### config.mk
export PLATFORM = sky130hd
export DESIGN_NAME = slice_prb_allocation_stepper
export DESIGN_NICKNAME = d
export VERILOG_FILES = /design/src/rtl/core/spas_pkg.sv /design/src/rtl/core/spas_datapath.sv /design/src/rtl/core/spas_ctrl.sv /design/src/rtl/core/slice_prb_allocation_stepper.sv
export SDC_FILE = /design/constraint.sdc
export NUM_CORES = 1
export LEC_CHECK = 0
export BUFFER_PORTS_ARGS = -buffer_cell sky130_fd_sc_hd__buf_2
export CAP_MARGIN = 0
export CELL_PAD_IN_SITES_DETAIL_PLACEMENT = 1
export CELL_PAD_IN_SITES_GLOBAL_PLACEMENT = 1
export CORE_MARGIN = 10
export CORE_UTILIZATION = 25
export CTS_BUF_LIST = sky130_fd_sc_hd__clkbuf_2 sky130_fd_sc_hd__clkbuf_4 sky130_fd_sc_hd__clkbuf_8
export CTS_CLUSTER_DIAMETER = 80
export CTS_CLUSTER_SIZE = 20
export DETAILED_ROUTE_END_ITERATION = 12
export GPL_ROUTABILITY_DRIVEN = 0
export PLACE_DENSITY = 0.5
export SYNTH_ARGS = -nofsm -noshare
export SYNTH_HDL_FRONTEND = slang
export SYNTH_SLANG_ARGS = --single-unit
### constraint.sdc
create_clock -name clock -period 7.8 [get_ports clock]
set_input_delay 0.39 -clock clock [delete_from_list [all_inputs] [get_ports clock]]
set_output_delay 0.39 -clock clock [all_outputs]
set_load 0.02 [all_outputs]
### src/rtl/core/spas_pkg.sv
// Shared types, register indexes and code decoding for the slice allocation stepper.
package spas_pkg;

   // Field and count widths.
   localparam int unsigned COUNT_W = 10;
   localparam int unsigned CODE_W  = 5;
   localparam int unsigned SUM_W   = COUNT_W + 2;
   localparam int unsigned SLICES  = 3;
   localparam int unsigned CSR_IDX_W = 2;

   // Count limits and the first code that is rejected.
   localparam logic [COUNT_W-1:0] COUNT_MAX  = 10'd1023;
   localparam logic [COUNT_W-1:0] COUNT_MIN  = 10'd1;
   localparam logic [CODE_W-1:0]  CODE_LIMIT = 5'd27;

   // Reset values of the configuration registers.
   localparam logic [COUNT_W-1:0] TOTAL_RESET  = 10'd100;
   localparam logic [COUNT_W-1:0] FIRST_RESET  = 10'd34;
   localparam logic [COUNT_W-1:0] SECOND_RESET = 10'd33;
   localparam logic [COUNT_W-1:0] THIRD_RESET  = 10'd33;

   // Configuration register indexes.
   localparam logic [CSR_IDX_W-1:0] CSR_TOTAL  = 2'd0;
   localparam logic [CSR_IDX_W-1:0] CSR_FIRST  = 2'd1;
   localparam logic [CSR_IDX_W-1:0] CSR_SECOND = 2'd2;
   localparam logic [CSR_IDX_W-1:0] CSR_THIRD  = 2'd3;

   // Base-3 digit meanings.
   localparam logic [1:0] DIGIT_DEC  = 2'd0;
   localparam logic [1:0] DIGIT_HOLD = 2'd1;
   localparam logic [1:0] DIGIT_INC  = 2'd2;

   typedef logic [COUNT_W-1:0] count_type;
   typedef logic [SLICES-1:0][1:0] digits_type;

   // Commands from the controller to the datapath.
   typedef struct packed {
      logic take;
      logic apply;
      logic step;
      logic capture;
   } spas_cmd_type;

   // Status from the datapath to the controller.
   typedef struct packed {
      logic code_ok;
      logic bal_done;
   } spas_status_type;

   // Split a code below 27 into its base-3 digits; entry 0 is the first slice.
   function automatic digits_type decode_code(input logic [CODE_W-1:0] code);
      digits_type            d;
      logic [CODE_W-1:0]     rem;
      d   = '0;
      rem = code;
      if (rem >= 5'd18) begin
         d[0] = DIGIT_INC;
         rem  = rem - 5'd18;
      end else if (rem >= 5'd9) begin
         d[0] = DIGIT_HOLD;
         rem  = rem - 5'd9;
      end else begin
         d[0] = DIGIT_DEC;
      end
      if (rem >= 5'd6) begin
         d[1] = DIGIT_INC;
         rem  = rem - 5'd6;
      end else if (rem >= 5'd3) begin
         d[1] = DIGIT_HOLD;
         rem  = rem - 5'd3;
      end else begin
         d[1] = DIGIT_DEC;
      end
      d[2] = rem[1:0];
      return d;
   endfunction

endpackage

### src/rtl/core/spas_datapath.sv
// Datapath: configuration registers, slice counts, one-block rebalancing and result registers.
module spas_datapath (
   input  logic                                clock,
   input  logic                                reset,
   input  logic                                csr_write_en,
   input  logic [spas_pkg::CSR_IDX_W-1:0]      csr_index,
   input  logic [spas_pkg::COUNT_W-1:0]        csr_wdata,
   input  logic [spas_pkg::CODE_W-1:0]         req_action_code,
   input  spas_pkg::spas_cmd_type              cmd,
   output spas_pkg::spas_status_type           status,
   output logic                                rsp_accepted,
   output logic [spas_pkg::COUNT_W-1:0]        rsp_count_first,
   output logic [spas_pkg::COUNT_W-1:0]        rsp_count_second,
   output logic [spas_pkg::COUNT_W-1:0]        rsp_count_third
);
   import spas_pkg::*;

   count_type          total_ff, total_in;
   count_type          init_ff [SLICES];
   count_type          init_in [SLICES];
   count_type          count_ff [SLICES];
   count_type          count_in [SLICES];
   logic [CODE_W-1:0]  code_ff, code_in;
   logic               acc_ff, acc_in;
   count_type          out_ff [SLICES];
   count_type          out_in [SLICES];

   logic [SUM_W-1:0]   sum;
   logic               under;
   logic               over;
   logic [1:0]         pick_min;
   logic [1:0]         pick_max;
   logic               code_ok;
   logic               bal_done;
   digits_type         digits;

   // Code check and digit split of the held item.
   assign code_ok = code_ff < CODE_LIMIT;
   assign digits  = decode_code(code_ff);

   // Sum of the counts against the total, and the first smallest and largest slice.
   always_comb begin
      sum   = SUM_W'(count_ff[0]) + SUM_W'(count_ff[1]) + SUM_W'(count_ff[2]);
      under = sum < SUM_W'(total_ff);
      over  = sum > SUM_W'(total_ff);
      pick_min = 2'd0;
      if (count_ff[1] < count_ff[pick_min]) begin
         pick_min = 2'd1;
      end
      if (count_ff[2] < count_ff[pick_min]) begin
         pick_min = 2'd2;
      end
      pick_max = 2'd0;
      if (count_ff[1] > count_ff[pick_max]) begin
         pick_max = 2'd1;
      end
      if (count_ff[2] > count_ff[pick_max]) begin
         pick_max = 2'd2;
      end
      bal_done = !under && !(over && (count_ff[pick_max] > COUNT_MIN));
   end

   assign status.code_ok  = code_ok;
   assign status.bal_done = bal_done;

   // Next values of the registers.
   always_comb begin
      total_in = total_ff;
      code_in  = code_ff;
      acc_in   = acc_ff;
      for (int s = 0; s < SLICES; s++) begin
         init_in[s]  = init_ff[s];
         count_in[s] = count_ff[s];
         out_in[s]   = out_ff[s];
      end

      // Hold the code of an accepted item.
      if (cmd.take) begin
         code_in = req_action_code;
      end

      // Apply the per-slice change of a valid code, clamped to the count range.
      if (cmd.apply && code_ok) begin
         for (int s = 0; s < SLICES; s++) begin
            if (digits[s] == DIGIT_DEC) begin
               if (count_ff[s] > COUNT_MIN) begin
                  count_in[s] = count_ff[s] - 10'd1;
               end
            end else if (digits[s] == DIGIT_INC) begin
               if (count_ff[s] < COUNT_MAX) begin
                  count_in[s] = count_ff[s] + 10'd1;
               end
            end
         end
      end

      // Move one block toward the total.
      if (cmd.step && !bal_done) begin
         if (under) begin
            count_in[pick_min] = count_ff[pick_min] + 10'd1;
         end else begin
            count_in[pick_max] = count_ff[pick_max] - 10'd1;
         end
      end

      // Capture the result item.
      if (cmd.capture) begin
         acc_in = code_ok;
         for (int s = 0; s < SLICES; s++) begin
            out_in[s] = count_ff[s];
         end
      end

      // A configuration write updates one register and reloads all counts.
      if (csr_write_en) begin
         case (csr_index)
            CSR_TOTAL:  total_in   = csr_wdata;
            CSR_FIRST:  init_in[0] = csr_wdata;
            CSR_SECOND: init_in[1] = csr_wdata;
            CSR_THIRD:  init_in[2] = csr_wdata;
            default:    total_in   = total_ff;
         endcase
         for (int s = 0; s < SLICES; s++) begin
            count_in[s] = (init_in[s] == '0) ? COUNT_MIN : init_in[s];
         end
      end
   end

   // Configuration and count state.
   always_ff @(posedge clock) begin
      if (reset) begin
         total_ff    <= TOTAL_RESET;
         init_ff[0]  <= FIRST_RESET;
         init_ff[1]  <= SECOND_RESET;
         init_ff[2]  <= THIRD_RESET;
         count_ff[0] <= FIRST_RESET;
         count_ff[1] <= SECOND_RESET;
         count_ff[2] <= THIRD_RESET;
      end else begin
         total_ff <= total_in;
         for (int s = 0; s < SLICES; s++) begin
            init_ff[s]  <= init_in[s];
            count_ff[s] <= count_in[s];
         end
      end
   end

   // Payload registers.
   always_ff @(posedge clock) begin
      code_ff <= code_in;
      acc_ff  <= acc_in;
      for (int s = 0; s < SLICES; s++) begin
         out_ff[s] <= out_in[s];
      end
   end

   assign rsp_accepted     = acc_ff;
   assign rsp_count_first  = out_ff[0];
   assign rsp_count_second = out_ff[1];
   assign rsp_count_third  = out_ff[2];

endmodule

### src/rtl/core/spas_ctrl.sv
// Controller: sequences accept, apply, rebalance and result hand-off for one item.
module spas_ctrl (
   input  logic                       clock,
   input  logic                       reset,
   input  logic                       req_valid,
   output logic                       req_stall,
   output logic                       rsp_valid,
   input  logic                       rsp_stall,
   input  spas_pkg::spas_status_type  status,
   output spas_pkg::spas_cmd_type     cmd
);
   import spas_pkg::*;

   typedef enum logic [1:0] {
      ST_IDLE,
      ST_APPLY,
      ST_BALANCE,
      ST_DONE
   } state_type;

   state_type state_ff, state_in;
   logic      rsp_valid_ff, rsp_valid_in;
   logic      out_free;

   // The result register can load when empty or when its item leaves this cycle.
   assign out_free  = !rsp_valid_ff || !rsp_stall;
   assign req_stall = reset || (state_ff != ST_IDLE);
   assign rsp_valid = rsp_valid_ff;

   // Next state and commands.
   always_comb begin
      state_in     = state_ff;
      rsp_valid_in = rsp_valid_ff && rsp_stall;
      cmd          = '0;
      case (state_ff)
         ST_IDLE: begin
            if (req_valid) begin
               cmd.take = 1'b1;
               state_in = ST_APPLY;
            end
         end
         ST_APPLY: begin
            cmd.apply = 1'b1;
            state_in  = status.code_ok ? ST_BALANCE : ST_DONE;
         end
         ST_BALANCE: begin
            if (status.bal_done) begin
               state_in = ST_DONE;
            end else begin
               cmd.step = 1'b1;
            end
         end
         ST_DONE: begin
            if (out_free) begin
               cmd.capture  = 1'b1;
               rsp_valid_in = 1'b1;
               state_in     = ST_IDLE;
            end
         end
         default: begin
            state_in = ST_IDLE;
         end
      endcase
   end

   // State and registered result valid.
   always_ff @(posedge clock) begin
      if (reset) begin
         state_ff     <= ST_IDLE;
         rsp_valid_ff <= 1'b0;
      end else begin
         state_ff     <= state_in;
         rsp_valid_ff <= rsp_valid_in;
      end
   end

endmodule

### src/rtl/core/slice_prb_allocation_stepper.sv
// Top level of the slice resource-block allocation stepper.
// Each item runs through accept, apply, rebalance and result hand-off before the next
// item can be accepted; the rebalancing moves k single blocks, where after a balanced
// start k is at most three, but after a configuration reload with a mismatched total
// k can reach about three thousand. The rebalancing unit moves one block per cycle. A
// rejected code (27 or more) skips the rebalancing. The result sits in an output
// register, so a new item is accepted while the previous result waits.
// A configuration write reloads all three counts from the initial registers.
module slice_prb_allocation_stepper (
   input  logic                                clock,
   input  logic                                reset,
   input  logic                                csr_write_en,
   input  logic [spas_pkg::CSR_IDX_W-1:0]      csr_index,
   input  logic [spas_pkg::COUNT_W-1:0]        csr_wdata,
   input  logic                                req_valid,
   output logic                                req_stall,
   input  logic [spas_pkg::CODE_W-1:0]         req_action_code,
   output logic                                rsp_valid,
   input  logic                                rsp_stall,
   output logic                                rsp_accepted,
   output logic [spas_pkg::COUNT_W-1:0]        rsp_count_first,
   output logic [spas_pkg::COUNT_W-1:0]        rsp_count_second,
   output logic [spas_pkg::COUNT_W-1:0]        rsp_count_third
);
   import spas_pkg::*;

   spas_cmd_type    cmd;
   spas_status_type status;

   // Sequencing of one item.
   spas_ctrl u_ctrl (
      .clock     (clock),
      .reset     (reset),
      .req_valid (req_valid),
      .req_stall (req_stall),
      .rsp_valid (rsp_valid),
      .rsp_stall (rsp_stall),
      .status    (status),
      .cmd       (cmd)
   );

   // Registers, counts and rebalancing arithmetic.
   spas_datapath u_datapath (
      .clock            (clock),
      .reset            (reset),
      .csr_write_en     (csr_write_en),
      .csr_index        (csr_index),
      .csr_wdata        (csr_wdata),
      .req_action_code  (req_action_code),
      .cmd              (cmd),
      .status           (status),
      .rsp_accepted     (rsp_accepted),
      .rsp_count_first  (rsp_count_first),
      .rsp_count_second (rsp_count_second),
      .rsp_count_third  (rsp_count_third)
   );

endmodule

## Yosys cells after proc, flatten, opt, wreduce, memory -nomap -nowiden

Memories as Yosys holds them, arrays and structs flattened.
Cells that the tools add are included.

- Flip-flop bits (word level): 19
- RAM bits: 90
- Input bits: 22
- Output and inout bits: 33
- Logic and storage cells: 157
- Memories: 3

- Add/sub/neg operators: 14
- $lt $le $gt $ge: 22
- Eq/ne operators: 12
- Multiplexer cells: 68
- Bitwise logic cells: 8
- Reduce and logical (&&, ||, !) cells: 25

Memory list:

| memory | depth | width | read ports | clocked after Yosys merged registers in | wr ports | RTL line | RTL |
|---|---|---|---|---|---|---|---|
| u_datapath.count_ff | 3 | 10 | 7 | 0 | 3 | spas_datapath.sv:21 | `count_type count_ff [SLICES];` |
| u_datapath.init_ff | 3 | 10 | 3 | 0 | 3 | spas_datapath.sv:19 | `count_type init_ff [SLICES];` |
| u_datapath.out_ff | 3 | 10 | 3 | 0 | 3 | spas_datapath.sv:25 | `count_type out_ff [SLICES];` |

Operator list:

| operator | number |
|---|---|
| $mux W10 | 29 |
| $mux W30 | 6 |
| $bwmux W30 | 2 |
| $add A10 B1 Y10 const B | 4 |
| $demux W10 S2 | 2 |
| $gt A10 B1 Y1 const B | 4 |
| $sub A10 B1 Y10 const B | 4 |
| $logic_not A10 Y1 | 3 |
| $lt A10 B10 Y1 const B | 3 |
| $gt A10 B10 Y1 | 2 |
| $lt A10 B10 Y1 | 2 |
| $mux W2 | 9 |
| $mux W1 | 17 |
| $eq A2 B2 Y1 const B | 7 |
| $add A12 B10 Y12 | 1 |
| $gt A12 B10 Y1 | 1 |
| $lt A12 B10 Y1 | 1 |
| $add A10 B10 Y11 | 1 |
| $logic_not A2 Y1 | 5 |
| $mux W5 | 2 |
| $pmux W2 S4 | 1 |
| $logic_and A1 B1 Y1 | 7 |
| $ge A3 B3 Y1 const B | 2 |
| $lt A3 B1 Y1 const B | 2 |
| other kinds (18) | 32 |

## Logic depth before layout (Yosys ltp)

An unclocked memory read counts as a cell.

- Depth after elaboration: 17
- Depth in mapped cells: 31

## By module

From an unflattened synthesis, not the netlist that was laid out.

- Cells, all modules: 1330
- Area total of the unflattened synthesis: 10196.0 µm²

By module, submodules not included:

| module | instances | cells an instance | area an instance (µm²) |
|---|---|---|---|
| spas_datapath | 1 | 1303 | 9938.3 |
| spas_ctrl | 1 | 27 | 257.7 |

## Worst setup path after synthesis

Ideal clock, no wire load.

- Path type: register to register
- Start: memory u_datapath.count_ff[0][3] (netlist bit)
- End: register u_ctrl.state_ff[0]
- Library setup time: 95 ps
- Data arrival time: 5815 ps
- Required time: 7705 ps
- Slack: 1889 ps
- Stages on the path, launching flop included: 29
- Path buffers: 6
- Cells stage by stage: dfxtp_1 > clkbuf_1 > inv_1 > ha_1 > and4_1 > o21ai_1 > a31o_1 > buf_2 > a21boi_4 > buf_2 > buf_2 > mux2i_1 > ha_1 > nand3_1 > a21oi_1 > o21ai_0 > a21oi_1 > o21ai_1 > clkbuf_1 > nand2_1 > a21boi_0 > inv_1 > ha_1 > clkbuf_1 > nor2_1 > o41a_1 > a311oi_2 > o21ai_1 > a221oi_1

RTL lines:

| what | RTL line | RTL |
|---|---|---|
| start: declaration | spas_datapath.sv:21 |  |
| end signal: assignment | spas_ctrl.sv:72 | `state_ff <= state_in;` |
| end: declaration | spas_ctrl.sv:21 | `state_type state_ff, state_in;` |

==> flow_summary.ini <==
[place]
dpl.hpwl_um = 38290
dp.cells = 1895
placed_area_mm2 = 0.01127
port_buffers = 54

[pwr]
cellPowerDensity_mw_per_mm2 = 395.2
vdd_drop_max_mv = 0.1297
leakage_nw = 4.287
p_total_w = 0.004535

[sta]
hold_violations = 0
fmax_ghz = 0.1376
fin_setup_tns_ps = 0
relSlewSlack_pct = 34.68
final_max_slew_viol_count = 0
post-route-period-util_pct = 93.20
setup_viol = 0
rsz0062_at_grt = no
fin_skew_ps = 23.22
worst_slew_pin_slew_ps = 977.8
finalCriticalPeriod_ps = 7270

[layout]
fin_nets = 1482
final_core_util_pct = 28.10
layout.cells.non_filler = 1912
seqCellArea_mm2 = 0.002542
nFillCells = 4948
multiInputGateArea_mm2 = 0.007276
syn2layout_area_growth_pct = 11.20
final_design_area_no_fill_mm2 = 0.01147
drive_gt1_share_pct = 10.73

[yosys]
postSynthCellCount = 1345
async_flop_share_pct = 0
ys_top_cells_by_area = dfxtp_1 (14%), edfxtp_1 (10%), ha_1 (10%)
syn-num-nets = 1453
synth_edf_count = 36
yosysSeqAreaShare_pct = 24.64
avgSynthCellArea_um2 = 7.672
synth_top_area_cell = dfxtp_1
synth_flop_cell = dfxtp_1
synthDistinctLibCells = 90
synth.most_common_cell = nand2_1
netlist_area_mm2 = 0.01032
ys_seq_elements = 109
yosys_warnings = 0
synth_top_cells_by_count = nand2_1 (168), nor2_1 (116), a21oi_1 (112), ha_1 (84), dfxtp_1 (73)
synth_top_area_share_pct = 14.16

[drt]
ant_nets = 0
wl_per_cell_um = 25.99
drc = 0
first_pass_iters = 4
wirelength_um = 49690
vias = 10890
via_per_inst = 5.695
drt-initial-drc-count = 793

[grt]
grt_max_degree = 63
grt_pass1_vias = 11280
track_usage_pct = 19.56
globalRoute.totalOverflow = 0
antenna_found_initial = 3
grt_pass1_wl_um = 73780

[cts]
htreeDepth = 3
cts_root_buf = clkbuf_8
cts.sinks = 109
clkSlewWorstSetupHoldPaths_ps = 120
numCtsBuffers = 9
cts_tree = yes
cts.path.max_buffers = 2
clkLatencyLatePin_ps = 480
cts_setup_buffers = 0
holdBufCountCts = 0

[die]
die_h_um = 223.2
start_util_pct = 25.27
die-area_mm2 = 0.04980
core_area_mm2 = 0.04083
row_count = 74
die_w_um = 223.2
io_pins = 55

[setup_path]
critPathMaxStageDelay_ps = 750
path_max_fanout = 13
worstPathCellList = inv_1, ha_1, nand4_1, a31o_1, nand2_1, nand2_1, a21oi_1, ha_1, nand2b_1, a21oi_1, o21ai_0, a21oi_1, o21ai_1, nand2_1, a21boi_0, inv_1, ha_1, nor2_1, o41a_2, a311oi_2, o21ai_1, a221oi_1
worst_ep_required_time_ps = 8170
crit_slowest_cell = dfxtp_1
path_class = reg -> reg
cp-start-kind = flop
critical_path.endpoint_type = flop
worstRegToRegCells = 22
worstPathArrival_ps = 7640
r2r_slack_ps = 530

[hold_path]
whs_path_depth = 1
hp-class = in -> reg

[flow_run]
maxCapViolCount = 0

[outcome]
status = complete, no violations
path summary, 6_finish.rpt:
path | startpoint | to
setup / recovery | u_datapath.count_ff[0][6]$_SDFF_PP0_ | u_ctrl.state_ff[0]$_SDFFE_PP0P_
hold / removal | req_action_code[1] | u_datapath.code_ff[1]$_DFFE_PP_
setup reg to reg | u_datapath.count_ff[0][6]$_SDFF_PP0_ | u_ctrl.state_ff[0]$_SDFFE_PP0P_
hold reg to reg | u_datapath.total_ff[4]$_SDFFE_PP0P_ | u_datapath.total_ff[4]$_SDFFE_PP0P_
cell type report:
cell class / instances / share of cell area, %
repair buffers: 94 / 4.972
diodes: 1 / 0.02181
inverters: 58 / 1.897
well taps: 532 / 5.801
clock buffers: 11 / 1.319
multi-input cells: 1102 / 63.41
flip-flops and latches: 109 / 22.16
clock inverters: 5 / 0.4253
state kept, by name, summed over array words and instances, names as in the netlist:
register	count
u_datapath.init_ff	30
u_datapath.rsp_accepted	1
u_datapath.total_ff	10
u_datapath.code_ff	5
u_datapath.count_ff	30
u_ctrl.rsp_valid	1
u_datapath.out_ff	30
u_ctrl.state_ff	2
critical path: cells and delay by family, from the launching register on:
kind	cells	cell delay, ps
and+or+nand+nor	6	1340
buffers and inverters	2	430
AOI/OAI and AO/OA	11	3470
adders and majority gates	3	1160
DFF	1	750
timing repair:
item,CTS,global route
endpoints found under the setup margin,0,3
hold endpoints to repair,0,0
resized for setup,0,1
per-stage QoR:
stage,worst slack (ps),hold WS [ps]
floorplan,1889,432.3
global placement,656.5,446.9
detailed placement,570.5,451.2
CTS,511.6,46.42
global route,121.8,61.45
finish,530.0,82.23
power by group:
group / internal [W] / switching, W
registers: 0.000666 / 0.0000845
logic: 0.00109 / 0.00229
clock network: 0.000151 / 0.000252
total: 0.00191 / 0.00263
per-layer routing:
metal,part of all wire (%),wire length (um),vias up,global-route usage [%]
met3,4.1,2035,81,2.262
met4,4.5,2216,0,10.03
met5,0,0,-,0
met1,44,21990,5508,24.33
li1,-,-,5012,-
met2,47,23440,287,32.61
placed cells by master, fill, tap and decap left out, types with 19 or more instances in the layout:
cell	count
nand2_1	168
nor2_1	116
a21oi_1	112
ha_1	84
dfxtp_1	73
inv_1	57
o21ai_0	56
buf_2	54
nand3_1	47
nor3_1	42
xnor2_1	40
buf_4	40
mux2i_1	36
edfxtp_1	36
o21a_1	22
o21ai_1	21
a31oi_1	20
nor2b_1	19
nor4_1	19
kinds of logic after synthesis:
group,after synthesis,share of synthesized area [%]
muxes,47,4.790
buffers and inverters,134,5.008
AOI/OAI and AO/OA,408,26.96
and+or+nand+nor,507,23.45
DFF,109,24.64
adders and majority gates,86,10.57
xor gates and xnor gates,54,4.584
No activity file was read; power rests on OpenSTA's default activity.
